--- config.mk ---
export PLATFORM = sky130hd
export DESIGN_NAME = stepper_step_position_tracker
export DESIGN_NICKNAME = d
export VERILOG_FILES = /design/src/rtl/sspt_pkg.sv /design/src/rtl/sspt_core.sv /design/src/rtl/stepper_step_position_tracker.sv
export VERILOG_INCLUDE_DIRS = /design/src /design/src/rtl
export SDC_FILE = /design/constraint.sdc
export NUM_CORES = 1
export LEC_CHECK = 0
export BUFFER_PORTS_ARGS = -buffer_cell sky130_fd_sc_hd__buf_4
export CORE_MARGIN = 2
export CORE_UTILIZATION = 40
export CTS_CLUSTER_SIZE = 10
export DETAILED_ROUTE_END_ITERATION = 10
export PLACE_DENSITY = 0.62
export SYNTH_ARGS = -nofsm -noshare
export SYNTH_HDL_FRONTEND = slang
export SYNTH_SLANG_ARGS = --single-unit
--- constraint.sdc ---
create_clock -name clk -period 5 [get_ports clk]
set_clock_uncertainty 0.15 [all_clocks]
set_input_delay 0.25 -clock clk [delete_from_list [all_inputs] [get_ports clk]]
set_output_delay 0.25 -clock clk [all_outputs]
set_load 0.1 [all_outputs]
--- src/rtl/stepper_step_position_tracker_assert.svh ---
// assertion macros for the step position tracker
// used by the top level only, expands to nothing under SYNTHESIS
`ifndef STEPPER_STEP_POSITION_TRACKER_ASSERT_SVH
`define STEPPER_STEP_POSITION_TRACKER_ASSERT_SVH

`ifndef SYNTHESIS

// same-cycle implication, checked outside reset
`define SSPT_ASSERT_IMPL(lbl, ante, cons) \
  lbl: assert property (@(posedge clk) disable iff (!rst_n) (ante) |-> (cons)) \
    else $error("sspt assertion failed");

// next-cycle implication, checked outside reset
`define SSPT_ASSERT_NEXT(lbl, ante, cons) \
  lbl: assert property (@(posedge clk) disable iff (!rst_n) (ante) |=> (cons)) \
    else $error("sspt assertion failed");

`else

`define SSPT_ASSERT_IMPL(lbl, ante, cons)
`define SSPT_ASSERT_NEXT(lbl, ante, cons)

`endif

`endif

--- src/rtl/sspt_pkg.sv ---
// shared types and constants for the step position tracker
// no dependencies
`default_nettype none

package sspt_pkg;

  localparam int PHASE_W    = 12;
  localparam int PHASE_STEP = 16;
  localparam int DIV_MIN    = 16;

  typedef enum logic [1:0] {
    REQ_TICK  = 2'd0,
    REQ_START = 2'd1,
    REQ_STOP  = 2'd2,
    REQ_LOAD  = 2'd3
  } req_t;

  typedef enum logic [1:0] {
    REG_PERIOD_TOP = 2'd0,
    REG_DIVIDER    = 2'd1,
    REG_DIRECTION  = 2'd2,
    REG_TARGET     = 2'd3
  } reg_idx_t;

  typedef struct packed {
    logic step_pulse;
    logic step_taken;
    logic is_moving;
    logic pulses_on;
    logic arrived;
  } sspt_flags_t;

endpackage

`default_nettype wire

--- src/rtl/sspt_core.sv ---
// next-state logic for one item: prescaler, period counter, position and flags
// depends on sspt_pkg
`default_nettype none

module sspt_core
  import sspt_pkg::*;
#(
  parameter int POSITION_BITS = 32,
  parameter int COUNTER_BITS  = 16
) (
  input  req_t                      req,
  input  logic signed [31:0]        load_value,
  input  logic [15:0]               period_top,
  input  logic [11:0]               divider,
  input  logic                      direction_up,
  input  logic signed [31:0]        target,
  input  logic [PHASE_W-1:0]        phase,
  input  logic [COUNTER_BITS-1:0]   count,
  input  logic [POSITION_BITS-1:0]  pos,
  input  logic                      moving,
  input  logic                      running,
  output logic [PHASE_W-1:0]        phase_nxt,
  output logic [COUNTER_BITS-1:0]   count_nxt,
  output logic [POSITION_BITS-1:0]  pos_nxt,
  output sspt_flags_t               flags
);

  logic [COUNTER_BITS-1:0]  top_w;
  logic [POSITION_BITS-1:0] target_w;
  logic [POSITION_BITS-1:0] load_w;
  logic [POSITION_BITS-1:0] pos_step;
  logic [11:0]              div_eff;
  logic [PHASE_W:0]         phase_sum;
  logic                     advance;
  logic                     wrap;
  logic                     moving_nxt;
  logic                     running_nxt;
  logic                     taken;
  logic                     arrived;

  assign top_w    = COUNTER_BITS'(period_top);
  assign target_w = POSITION_BITS'(target);
  assign load_w   = POSITION_BITS'(load_value);
  assign div_eff  = (divider < 12'(DIV_MIN)) ? 12'(DIV_MIN) : divider;
  assign phase_sum = (PHASE_W + 1)'(phase) + (PHASE_W + 1)'(PHASE_STEP);
  assign advance  = phase_sum >= (PHASE_W + 1)'(div_eff);
  assign wrap     = count >= top_w;
  assign pos_step = direction_up ? pos + POSITION_BITS'(1) : pos - POSITION_BITS'(1);

  always_comb begin
    phase_nxt   = phase;
    count_nxt   = count;
    pos_nxt     = pos;
    moving_nxt  = moving;
    running_nxt = running;
    taken       = 1'b0;
    arrived     = 1'b0;
    unique case (req)
      REQ_TICK: begin
        if (running) begin
          phase_nxt = advance ? PHASE_W'(phase_sum - (PHASE_W + 1)'(div_eff))
                              : phase_sum[PHASE_W-1:0];
          if (advance) begin
            if (wrap) begin
              count_nxt  = '0;
              taken      = 1'b1;
              pos_nxt    = pos_step;
              moving_nxt = 1'b1;
              if (pos_step == target_w) begin
                running_nxt = 1'b0;
                moving_nxt  = 1'b0;
                arrived     = 1'b1;
              end
            end else begin
              count_nxt = count + COUNTER_BITS'(1);
            end
          end
        end
      end
      REQ_START: begin
        moving_nxt  = 1'b1;
        running_nxt = 1'b1;
      end
      REQ_STOP: begin
        // stopping off target only pauses, motion stays pending
        running_nxt = 1'b0;
        moving_nxt  = (pos != target_w);
      end
      REQ_LOAD: begin
        pos_nxt = load_w;
      end
      default: begin
        pos_nxt = pos;
      end
    endcase
  end

  always_comb begin
    flags.step_pulse = count_nxt < (top_w >> 1);
    flags.step_taken = taken;
    flags.is_moving  = moving_nxt;
    flags.pulses_on  = running_nxt;
    flags.arrived    = arrived;
  end

endmodule

`default_nettype wire

--- src/rtl/stepper_step_position_tracker.sv ---
// Step pulse generator with signed position counter. Each accepted item is one
// system tick or a command (start, stop, load position) and gives exactly one
// result item. Throughput is one item per clock unless out_ready stalls results:
// the prescaler, period counter and position state close their loop in a single
// update stage, fed by an input register and feeding a result register; an item
// passes the input register and then the result register. While a result waits,
// one more item is taken into the input register and then in_ready drops until
// the result leaves. Registers sit on
// an APB port at byte addresses 0, 4, 8, 12 (period top, divider in sixteenths,
// direction, target); write them only while no item is in flight.
// depends on sspt_pkg, sspt_core and stepper_step_position_tracker_assert.svh
`default_nettype none

`include "stepper_step_position_tracker_assert.svh"

module stepper_step_position_tracker
  import sspt_pkg::*;
#(
  parameter int POSITION_BITS = 32,
  parameter int COUNTER_BITS  = 16
) (
  input  logic               clk,
  input  logic               rst_n,
  // input channel
  input  logic               in_valid,
  output logic               in_ready,
  input  logic [1:0]         in_req_type,
  input  logic signed [31:0] in_load_value,
  // result channel
  output logic               out_valid,
  input  logic               out_ready,
  output logic               out_step_pulse,
  output logic               out_step_taken,
  output logic signed [31:0] out_position_now,
  output logic               out_is_moving,
  output logic               out_pulses_on,
  output logic               out_arrived,
  // configuration
  input  logic               psel,
  input  logic               penable,
  input  logic               pwrite,
  input  logic [3:0]         paddr,
  input  logic [31:0]        pwdata,
  output logic [31:0]        prdata,
  output logic               pready
);

  // configuration registers
  logic [15:0]               period_top_r;
  logic [11:0]               divider_r;
  logic                      direction_up_r;
  logic signed [31:0]        target_r;

  // input register
  logic                      in_valid_r;
  req_t                      in_req_r;
  logic signed [31:0]        in_load_r;

  // block state
  logic [PHASE_W-1:0]        phase_r;
  logic [COUNTER_BITS-1:0]   count_r;
  logic [POSITION_BITS-1:0]  pos_r;
  logic                      moving_r;
  logic                      running_r;

  // result register
  logic                      out_valid_r;
  sspt_flags_t               out_flags_r;
  logic [31:0]               out_pos_r;

  logic [PHASE_W-1:0]        phase_nxt;
  logic [COUNTER_BITS-1:0]   count_nxt;
  logic [POSITION_BITS-1:0]  pos_nxt;
  sspt_flags_t               flags_nxt;
  logic                      advance;
  logic                      cfg_wr;
  reg_idx_t                  reg_idx;

  assign advance  = in_valid_r && (!out_valid_r || out_ready);
  assign in_ready = !in_valid_r || advance;
  assign cfg_wr   = psel && penable && pwrite && pready;
  assign reg_idx  = reg_idx_t'(paddr[3:2]);
  assign pready   = 1'b1;

  always_comb begin
    unique case (reg_idx)
      REG_PERIOD_TOP: prdata = 32'(period_top_r);
      REG_DIVIDER:    prdata = 32'(divider_r);
      REG_DIRECTION:  prdata = 32'(direction_up_r);
      REG_TARGET:     prdata = target_r;
      default:        prdata = '0;
    endcase
  end

  always_ff @(posedge clk) begin
    if (!rst_n) begin
      period_top_r   <= 16'hFFFF;
      divider_r      <= 12'(DIV_MIN);
      direction_up_r <= 1'b1;
      target_r       <= '0;
    end else if (cfg_wr) begin
      unique case (reg_idx)
        REG_PERIOD_TOP: period_top_r   <= pwdata[15:0];
        REG_DIVIDER:    divider_r      <= pwdata[11:0];
        REG_DIRECTION:  direction_up_r <= pwdata[0];
        REG_TARGET:     target_r       <= pwdata;
        default:        target_r       <= target_r;
      endcase
    end
  end

  sspt_core #(
    .POSITION_BITS (POSITION_BITS),
    .COUNTER_BITS  (COUNTER_BITS)
  ) u_core (
    .req          (in_req_r),
    .load_value   (in_load_r),
    .period_top   (period_top_r),
    .divider      (divider_r),
    .direction_up (direction_up_r),
    .target       (target_r),
    .phase        (phase_r),
    .count        (count_r),
    .pos          (pos_r),
    .moving       (moving_r),
    .running      (running_r),
    .phase_nxt    (phase_nxt),
    .count_nxt    (count_nxt),
    .pos_nxt      (pos_nxt),
    .flags        (flags_nxt)
  );

  // payload registers, no reset needed
  always_ff @(posedge clk) begin
    if (in_valid && in_ready) begin
      in_req_r  <= req_t'(in_req_type);
      in_load_r <= in_load_value;
    end
    if (advance) begin
      out_flags_r <= flags_nxt;
      out_pos_r   <= 32'(pos_nxt);
    end
  end

  always_ff @(posedge clk) begin
    if (!rst_n) begin
      in_valid_r  <= 1'b0;
      out_valid_r <= 1'b0;
      phase_r     <= '0;
      count_r     <= '0;
      pos_r       <= '0;
      moving_r    <= 1'b0;
      running_r   <= 1'b0;
    end else begin
      if (in_ready) begin
        in_valid_r <= in_valid;
      end
      if (advance) begin
        out_valid_r <= 1'b1;
        phase_r     <= phase_nxt;
        count_r     <= count_nxt;
        pos_r       <= pos_nxt;
        moving_r    <= flags_nxt.is_moving;
        running_r   <= flags_nxt.pulses_on;
      end else if (out_ready) begin
        out_valid_r <= 1'b0;
      end
    end
  end

  assign out_valid        = out_valid_r;
  assign out_step_pulse   = out_flags_r.step_pulse;
  assign out_step_taken   = out_flags_r.step_taken;
  assign out_position_now = out_pos_r;
  assign out_is_moving    = out_flags_r.is_moving;
  assign out_pulses_on    = out_flags_r.pulses_on;
  assign out_arrived      = out_flags_r.arrived;

  // counter never runs without a pending move
  `SSPT_ASSERT_IMPL(a_running_implies_moving, running_r, moving_r)
  // arrival shuts everything off in the same item
  `SSPT_ASSERT_IMPL(a_arrived_stops, out_valid_r && out_flags_r.arrived,
                    !out_flags_r.is_moving && !out_flags_r.pulses_on)
  // a held item stays in the input register until the update stage takes it
  `SSPT_ASSERT_NEXT(a_input_held, in_valid_r && !advance, in_valid_r && $stable(in_req_r))
  // a step with no arrival keeps the counter running
  `SSPT_ASSERT_IMPL(a_step_keeps_running,
                    out_valid_r && out_flags_r.step_taken && !out_flags_r.arrived,
                    out_flags_r.pulses_on && out_flags_r.is_moving)

endmodule

`default_nettype wire

# After elaboration in Yosys (flattened, before gate mapping)
# Index checks and enable logic that the tools add are counted.
totals:
  ff_bits: 196
  out_inout_bits: 72
  wordCells: 79
classes:
  addsub: 5
  order_cmp: 4
  n_eq_ne: 8
  mux: 25
  n_reduce_logical: 18
op_table:
  columns: ["op", "count"]
  rows:
  - ["32-bit 2-to-1 mux", 4]
  - ["32-bit one-hot mux with 4 select lines", 1]
  - ["16-bit 2-to-1 mux", 4]
  - ["32-bit one-hot mux with 2 select lines", 1]
  - ["32-bit by 1-bit adder with 32-bit output, second input constant", 1]
  - ["32-bit equality test", 1]
  - ["32-bit != test", 1]
  - ["32-bit by 1-bit subtractor with 32-bit output, second input constant", 1]
  - ["12-bit 2-to-1 mux", 2]
  - ["16-bit by 1-bit adder with 16-bit output, second input constant", 1]
  - ["16-bit greater-or-equal comparator", 1]
  - ["16-bit by 15-bit less-than comparator with 1-bit output", 1]
  - ["12-bit by 5-bit adder with 13-bit output, second input constant", 1]
  - ["13-bit by 12-bit greater-or-equal comparator with 1-bit output", 1]
  - ["12-bit by 5-bit less-than comparator with 1-bit output, second input constant", 1]
  - ["12-bit subtractor", 1]
  - ["1-bit 2-to-1 mux", 11]
  - ["2-bit equality test, second input constant", 4]
  - ["2-bit AND reduction", 4]
  - ["1-bit one-hot mux with 3 select lines", 2]
  - ["3-bit AND reduction", 2]
  - ["2-bit by 1-bit equality test with 1-bit output, second input constant", 2]
  - ["1-bit logical AND", 4]
  - ["2-bit zero test", 2]
  - ["other kinds (4)", 6]

# Logic depth before layout (Yosys ltp)
logic_depth:
  word_depth: 8
  ltp_mapped: 27

# Hierarchy
# A second synthesis with hierarchy kept.
hier_totals:
  cells_unflattened: 1629
  hier_area_um2: 13703.1
modules_own_cells:
  columns: ["module", "instances", "cells_per_inst", "area_each_um2"]
  rows:
  - ["stepper_step_position_tracker", 1, 677, 7337.0]
  - ["sspt_core", 1, 952, 6366.1]

# Least setup slack after synthesis
# No wires, ideal clock.
synth_timing:
  path_type: "reg2reg"
  from: "register phase_r[4]"
  to: "register out_flags_r, in the netlist out_step_pulse, data pin"
  setup_time_ns: 0.146
  arrival_ns: 4.735
  slack_ns: -0.031
  path_stages_with_launch: 28
  path_buffers: 3
  synth_period_minus_slack_ns: 5.031
  cell_sequence: "dfxtp_1 > ha_1 > and3_1 > and3_1 > xor2_1 > ha_1 > nand2_1 > o21a_1 > o31a_1 > a221oi_1 > or2_2 > clkbuf_1 > nand3_1 > clkinv_1 > clkbuf_1 > buf_1 > nor2_1 > ha_1 > a21oi_1 > nor2b_1 > o21ai_0 > o21ai_0 > o21a_1 > o21ai_0 > nand2b_1 > a21oi_1 > o21ai_0 > a21oi_1"
synth_rtl:
  columns: ["item", "line", "source"]
  rows:
  - ["start: declaration", "stepper_step_position_tracker.sv:60", "logic [PHASE_W-1:0] phase_r;"]
  - ["start signal: assignment", "stepper_step_position_tracker.sv:160", "phase_r <= phase_nxt;"]
  - ["end signal: assignment", "stepper_step_position_tracker.sv:140", "out_flags_r <= flags_nxt;"]
  - ["end: declaration", "stepper_step_position_tracker.sv:68", "sspt_flags_t out_flags_r;"]

# Final worst setup path
layout_timing:
  from: "register direction_up_r"
  to: "register moving_r"
layout_between:
  elab_chain_cells: 7
layout_rtl:
  columns: ["item", "line", "source"]
  rows:
  - ["start: declaration", "stepper_step_position_tracker.sv:51", "logic direction_up_r;"]
  - ["start signal: assignment", "stepper_step_position_tracker.sv:105", "REG_DIRECTION: direction_up_r <= pwdata[0];"]
  - ["32-bit 2-to-1 mux", "sspt_core.sv:48", "assign pos_step = direction_up ? pos + POSITION_BITS'(1) : pos - POSITION_BITS'(1);"]
  - ["32-bit equality test", "sspt_core.sv:69", "if (pos_step == target_w) begin"]
  - ["1-bit 2-to-1 mux", "sspt_core.sv:69", null]
  - ["1-bit 2-to-1 mux", "sspt_core.sv:64", "if (wrap) begin"]
  - ["1-bit 2-to-1 mux", "sspt_core.sv:63", "if (advance) begin"]
  - ["1-bit 2-to-1 mux", "sspt_core.sv:60", "if (running) begin"]
  - ["1-bit one-hot mux with 3 select lines", "sspt_core.sv:58", "unique case (req)"]
  - ["end signal: assignment", "stepper_step_position_tracker.sv:163", "moving_r <= flags_nxt.is_moving;"]
  - ["end: declaration", "stepper_step_position_tracker.sv:63", "logic moving_r;"]
# No other way between the ends.
# A chain may end at the register's enable or synchronous reset.

==> results.txt <==
The library cell used most frequently in the layout, excluding fill and tap cells, is sky130_fd_sc_hd__nand2_1. The length of the first detailed-routing pass in iterations is 5. The portion of the post-synthesis area used by sequential elements came out at 0.3646.

The largest incremental delay on the critical path is 0.59 ns. The count of state elements after synthesis is 196. The layout-stage area growth over the synthesis result came out at 23.41%.

In this run the critical register-to-register path is launched from direction_up_r$_SDFFE_PN1P_. The worst-path maximum fanout is 11. The H-tree generated during clock tree synthesis spans 4 levels. The share of synthesized flip-flops with an asynchronous set or reset is 0. Walking the worst path, the cells encountered are clkinvlp_4 -> ha_1 -> nand2_1 -> o31ai_4 -> o21a_1 -> a31oi_1 -> o41a_1 -> xnor2_1 -> xor2_1 -> or4_1 -> nor4_4 -> buf_4 -> o311ai_1. The clock period minus final worst setup slack came out at 4.760 ns.

The count of clock tree sinks is 196. For this design the top-level I/O count stands at 149. The worst setup path is captured at a flip-flop. sky130_fd_sc_hd__dfxtp_1 takes more of the synthesized area than any other cell. Measured on the finished design, the core utilization comes to 0.4996. The worst hold path begins at rst_n. Ranked by total cell area, the synthesized netlist is headed by sky130_fd_sc_hd__dfxtp_1 20%, sky130_fd_sc_hd__edfxtp_1 17%, sky130_fd_sc_hd__ha_1 7.8%. Using the TritonRoute via totals, the vias-per-cell ratio works out to 5.692. The pin count of the biggest net entering global routing is 55. On the critical path the largest part of the delay comes from compound AO/OA/AOI/OAI gates. The number of filler cells placed in the layout is 3022. The final-report max-slew violation count came to 0. Counting flops with a built-in enable in the synthesized netlist gives 71. 0 antenna diodes ended up in the layout. For the worst setup path, the data required time is 5.19 ns. In this run the critical register-to-register path is captured at moving_r$_SDFFE_PN0P_. The slew of the pin with the lowest slew margin is 1.213 ns. The count of endpoints failing hold in the final timing report came out at 0.

The die covers 0.03322 sq mm. Clock tree synthesis selected as its root buffer the cell sky130_fd_sc_hd__clkbuf_16. The power density relative to cell area came out at 252.1 mW/mm^2.

The number of buffers and inverters on the critical path is 2. The proportion of total power due to net switching is 0.3188. The initial cell density of the core came out at 0.4049.

The placement-stage worst setup slack came out at 0.1432 ns. The clock edge transition at the registers on the reported setup and hold paths is 0.08 ns. By startpoint and endpoint, the worst setup path is classified as flip-flop to flip-flop. The switching power summed over all nets came out at 1.261 mW. The number of antenna violations at the first check in global routing is 0.

The logic depth of the worst setup path including buffers came out at 13. The share of total power dissipated in the clock network is 0.350. The floorplan row count is 65.

The critical path arrival is 4.95 ns. In this run the remaining antenna-violating nets after routing total 0. After routing the design area is 0.01569 sq mm.

The storage element area is 0.004636 sq mm. The overall routing resource usage came out at 0.2530. The count of placed standard cells including taps came out at 1999. Detailed placement finished with a half-perimeter wire length of 31300 um. After detailed routing, the average wire length per cell comes to 20.09 um. The clock passes through at most 2 buffers. In the final layout, the share of cells above drive strength 1 is 0.1565. The vias after detailed routing came out at 12.00k. The worst reg-to-reg path cell count came out at 13. Counting the buffers created by CTS gives 17. Hold timing on the final database bottoms out at a slack of 0.1863 ns. The number of design rule violations left after detail routing came out at 0.

The logic gate share of total power came out at 0.203. The tightest min-delay check is of the primary input to flip-flop type. The worst-case headroom to the max-slew limit came out at 0.1879.

Leaving out filler cells and counting taps, the final layout contains 2108. The share of total power dissipated in sequential elements is 0.447. The fraction of post-synthesis cell area in the top cell type by area is 0.1969. The register-to-register setup slack came out at 0.24 ns.

The die outline height is 182.3 um. The sum of overflow across all layers after global routing came out at 0. The width of the chip is 182.3 um. The number of global-route vias before repair came out at 11.44k. At the end of the flow, the number of nets in the layout was 1851.

STA classifies the critical path startpoint as a flip-flop. The number of different library cells in the post-synthesis netlist is 77. The multi-input gate area in the final layout came out at 0.007607 sq mm. The slowest stage of the critical path is the sky130_fd_sc_hd__ha_1 cell. The max capacitance violation total came out at 0.

The count of input and output buffers is 145. The clock tree from TritonCTS is built. The first global-routing pass estimated 64980 um of wire. The path with the worst hold slack has its endpoint at divider_r[4]$_SDFFE_PN1P_.

In the layout the commonest cells are 212 x sky130_fd_sc_hd__nand2_1, 198 x sky130_fd_sc_hd__buf_4, 124 x sky130_fd_sc_hd__dfxtp_1. The achievable frequency is 210.1 MHz. The number of DRC markers in iteration 0 came out at 1077.

The standard cell area after detailed placement is 0.01431 sq mm. The mapped netlist covers 0.01271 sq mm. The total setup violations reported at the end of the flow is 0. The final RePlAce weighted congestion came out at 0.9600. The cell count after synthesis came out at 1499. The clock latency on the worst-skew pair came out at 0.46 ns. During synthesis, Yosys emitted a total of 0 warnings. The number of cells on the worst hold path came out at 2.

The total core area is 0.03139 sq mm. Dividing the synthesized area by the synthesized cell count gives 8.479 sq um. The routed design has 42360 um of wire.

In the post-route analysis, the smallest setup slack over all paths is 0.2401 ns. The final critical-path share of the clock period came out at 0.9520. The leading register cell type out of synthesis is sky130_fd_sc_hd__dfxtp_1. The design internal power is 2.694 mW. The flow ran to the end, and the final reports show no timing, DRC or antenna violations. The net count after synthesis is 1657. The cell leakage power is 6.619 nW. IR analysis of the VDD net gives a maximum drop of 0.2469 mV.
-- how the worst max path moves through the flow --
stage                                 from                       end  slack (ns)
2_1_floorplan      phase_r[4]$_SDFFE_PN0P_  out_step_pulse$_DFFE_PP_        0.07
3_3_place_gp       phase_r[4]$_SDFFE_PN0P_  out_step_pulse$_DFFE_PP_        0.20
3_5_place_dp       phase_r[4]$_SDFFE_PN0P_  out_step_pulse$_DFFE_PP_        0.14
4_1_cts            phase_r[4]$_SDFFE_PN0P_  out_step_pulse$_DFFE_PP_        0.11
5_1_grt            phase_r[4]$_SDFFE_PN0P_  out_step_pulse$_DFFE_PP_       -0.03
6_report       direction_up_r$_SDFFE_PN1P_     moving_r$_SDFFE_PN0P_        0.24
-- state kept, by name, indices dropped and copies added, names as in the netlist --
| name | cells |
|---|---|
| count_r | 16 |
| moving_r | 1 |
| target_r | 32 |
| out_step_pulse | 1 |
| in_req_r | 2 |
| phase_r | 12 |
| out_pulses_on | 1 |
| divider_r | 12 |
| direction_up_r | 1 |
| running_r | 1 |
| out_position_now | 32 |
| period_top_r | 16 |
| out_arrived | 1 |
| out_valid | 1 |
| out_step_taken | 1 |
| pos_r | 32 |
| in_valid_r | 1 |
| out_is_moving | 1 |
| in_load_r | 32 |
-- routing by layer --
metal  wire length (um)  vias to the layer above  global-route usage  part of all wire
met2              19550                      386              0.4113              0.46
met3               2077                       52             0.03572             0.049
met1              19820                     5763              0.3522              0.47
met4                903                        0             0.06903             0.021
met5                  0                        -                   0                 0
li1                   -                     5797                   -                 -
-- area by class of cell --
type / instances / share of cell area
Timing Repair Buffer: 267 / 0.1388
Clock buffer: 19 / 0.02959
Inverter: 48 / 0.01197
Clock inverter: 13 / 0.007020
Multi-Input combinational cell: 1163 / 0.4850
Tap cell: 402 / 0.03207
Sequential cell: 196 / 0.2955
-- power groups by stage --
stage / logic (mW) / registers, mW / clock network (mW)
floorplan: 0.410 / 1.89 / 0
global placement: 0.745 / 1.80 / 0
detailed placement: 0.750 / 1.80 / 0
CTS: 0.797 / 1.77 / 1.41
global route: 0.857 / 1.77 / 1.46
finish: 0.803 / 1.77 / 1.38
-- worst reg2reg max path, stage by stage (launching register included) --
cell                         delay (ns)
sky130_fd_sc_hd__dfxtp_1           0.38
sky130_fd_sc_hd__clkinvlp_4        0.28
sky130_fd_sc_hd__ha_1              0.59
sky130_fd_sc_hd__nand2_1           0.15
sky130_fd_sc_hd__o31ai_4           0.45
sky130_fd_sc_hd__o21a_1            0.22
sky130_fd_sc_hd__a31oi_1           0.20
sky130_fd_sc_hd__o41a_1            0.54
sky130_fd_sc_hd__xnor2_1           0.38
sky130_fd_sc_hd__xor2_1            0.11
sky130_fd_sc_hd__or4_1             0.56
sky130_fd_sc_hd__nor4_4            0.36
sky130_fd_sc_hd__buf_4             0.18
sky130_fd_sc_hd__o311ai_1          0.09
-- synth_stat cells (7+ instances only) --
cell,instances
sky130_fd_sc_hd__a31oi_1,10
sky130_fd_sc_hd__mux2i_1,28
sky130_fd_sc_hd__nand3_1,23
sky130_fd_sc_hd__or3_1,7
sky130_fd_sc_hd__inv_1,47
sky130_fd_sc_hd__a21oi_1,120
sky130_fd_sc_hd__a21o_1,8
sky130_fd_sc_hd__dfxtp_1,125
sky130_fd_sc_hd__nand2b_1,40
sky130_fd_sc_hd__a211oi_1,11
sky130_fd_sc_hd__nor3_1,23
sky130_fd_sc_hd__and3_1,28
sky130_fd_sc_hd__o21a_1,12
sky130_fd_sc_hd__edfxtp_1,71
sky130_fd_sc_hd__o211ai_1,26
sky130_fd_sc_hd__nor4_1,12
sky130_fd_sc_hd__a22oi_1,24
sky130_fd_sc_hd__o21ai_0,104
sky130_fd_sc_hd__nand4_1,29
sky130_fd_sc_hd__nor2_1,115
sky130_fd_sc_hd__o211a_1,26
sky130_fd_sc_hd__a22o_1,10
sky130_fd_sc_hd__nor2b_1,9
sky130_fd_sc_hd__and2_1,12
sky130_fd_sc_hd__nand2_1,212
sky130_fd_sc_hd__clkbuf_1,80
sky130_fd_sc_hd__ha_1,79
sky130_fd_sc_hd__xor2_1,30
sky130_fd_sc_hd__xnor2_1,74
-- per-stage QoR --
stage	power, mW	setup TNS, ns
after floorplan	2.304	0
after global placement	2.546	0
after detailed placement	2.551	0
after CTS	3.975	0
after global routing	4.092	-0.03116
final	3.954	0
-- what timing repair did --
action                                 in CTS  in global routing
setup endpoints to repair                   0                  2
endpoints found under the hold margin      97                  0
resized for setup                           0                 16
hold buffers                               69                  0
setup buffers                               0                  8
-- cell families after synthesis --
| logic type | after synthesis | share of synthesized area |
|---|---|---|
| AOI/OAI and AO/OA | 407 | 0.2079 |
| xor gates and xnor gates | 108 | 0.07885 |
| adders and majority gates | 81 | 0.08092 |
| buffers and inverters | 140 | 0.04213 |
| DFF | 196 | 0.3646 |
| muxes | 33 | 0.02737 |
| other | 1 | 0.0002951 |
| and+or+nand+nor | 533 | 0.1979 |
No activity file was read; power rests on OpenSTA's default activity.
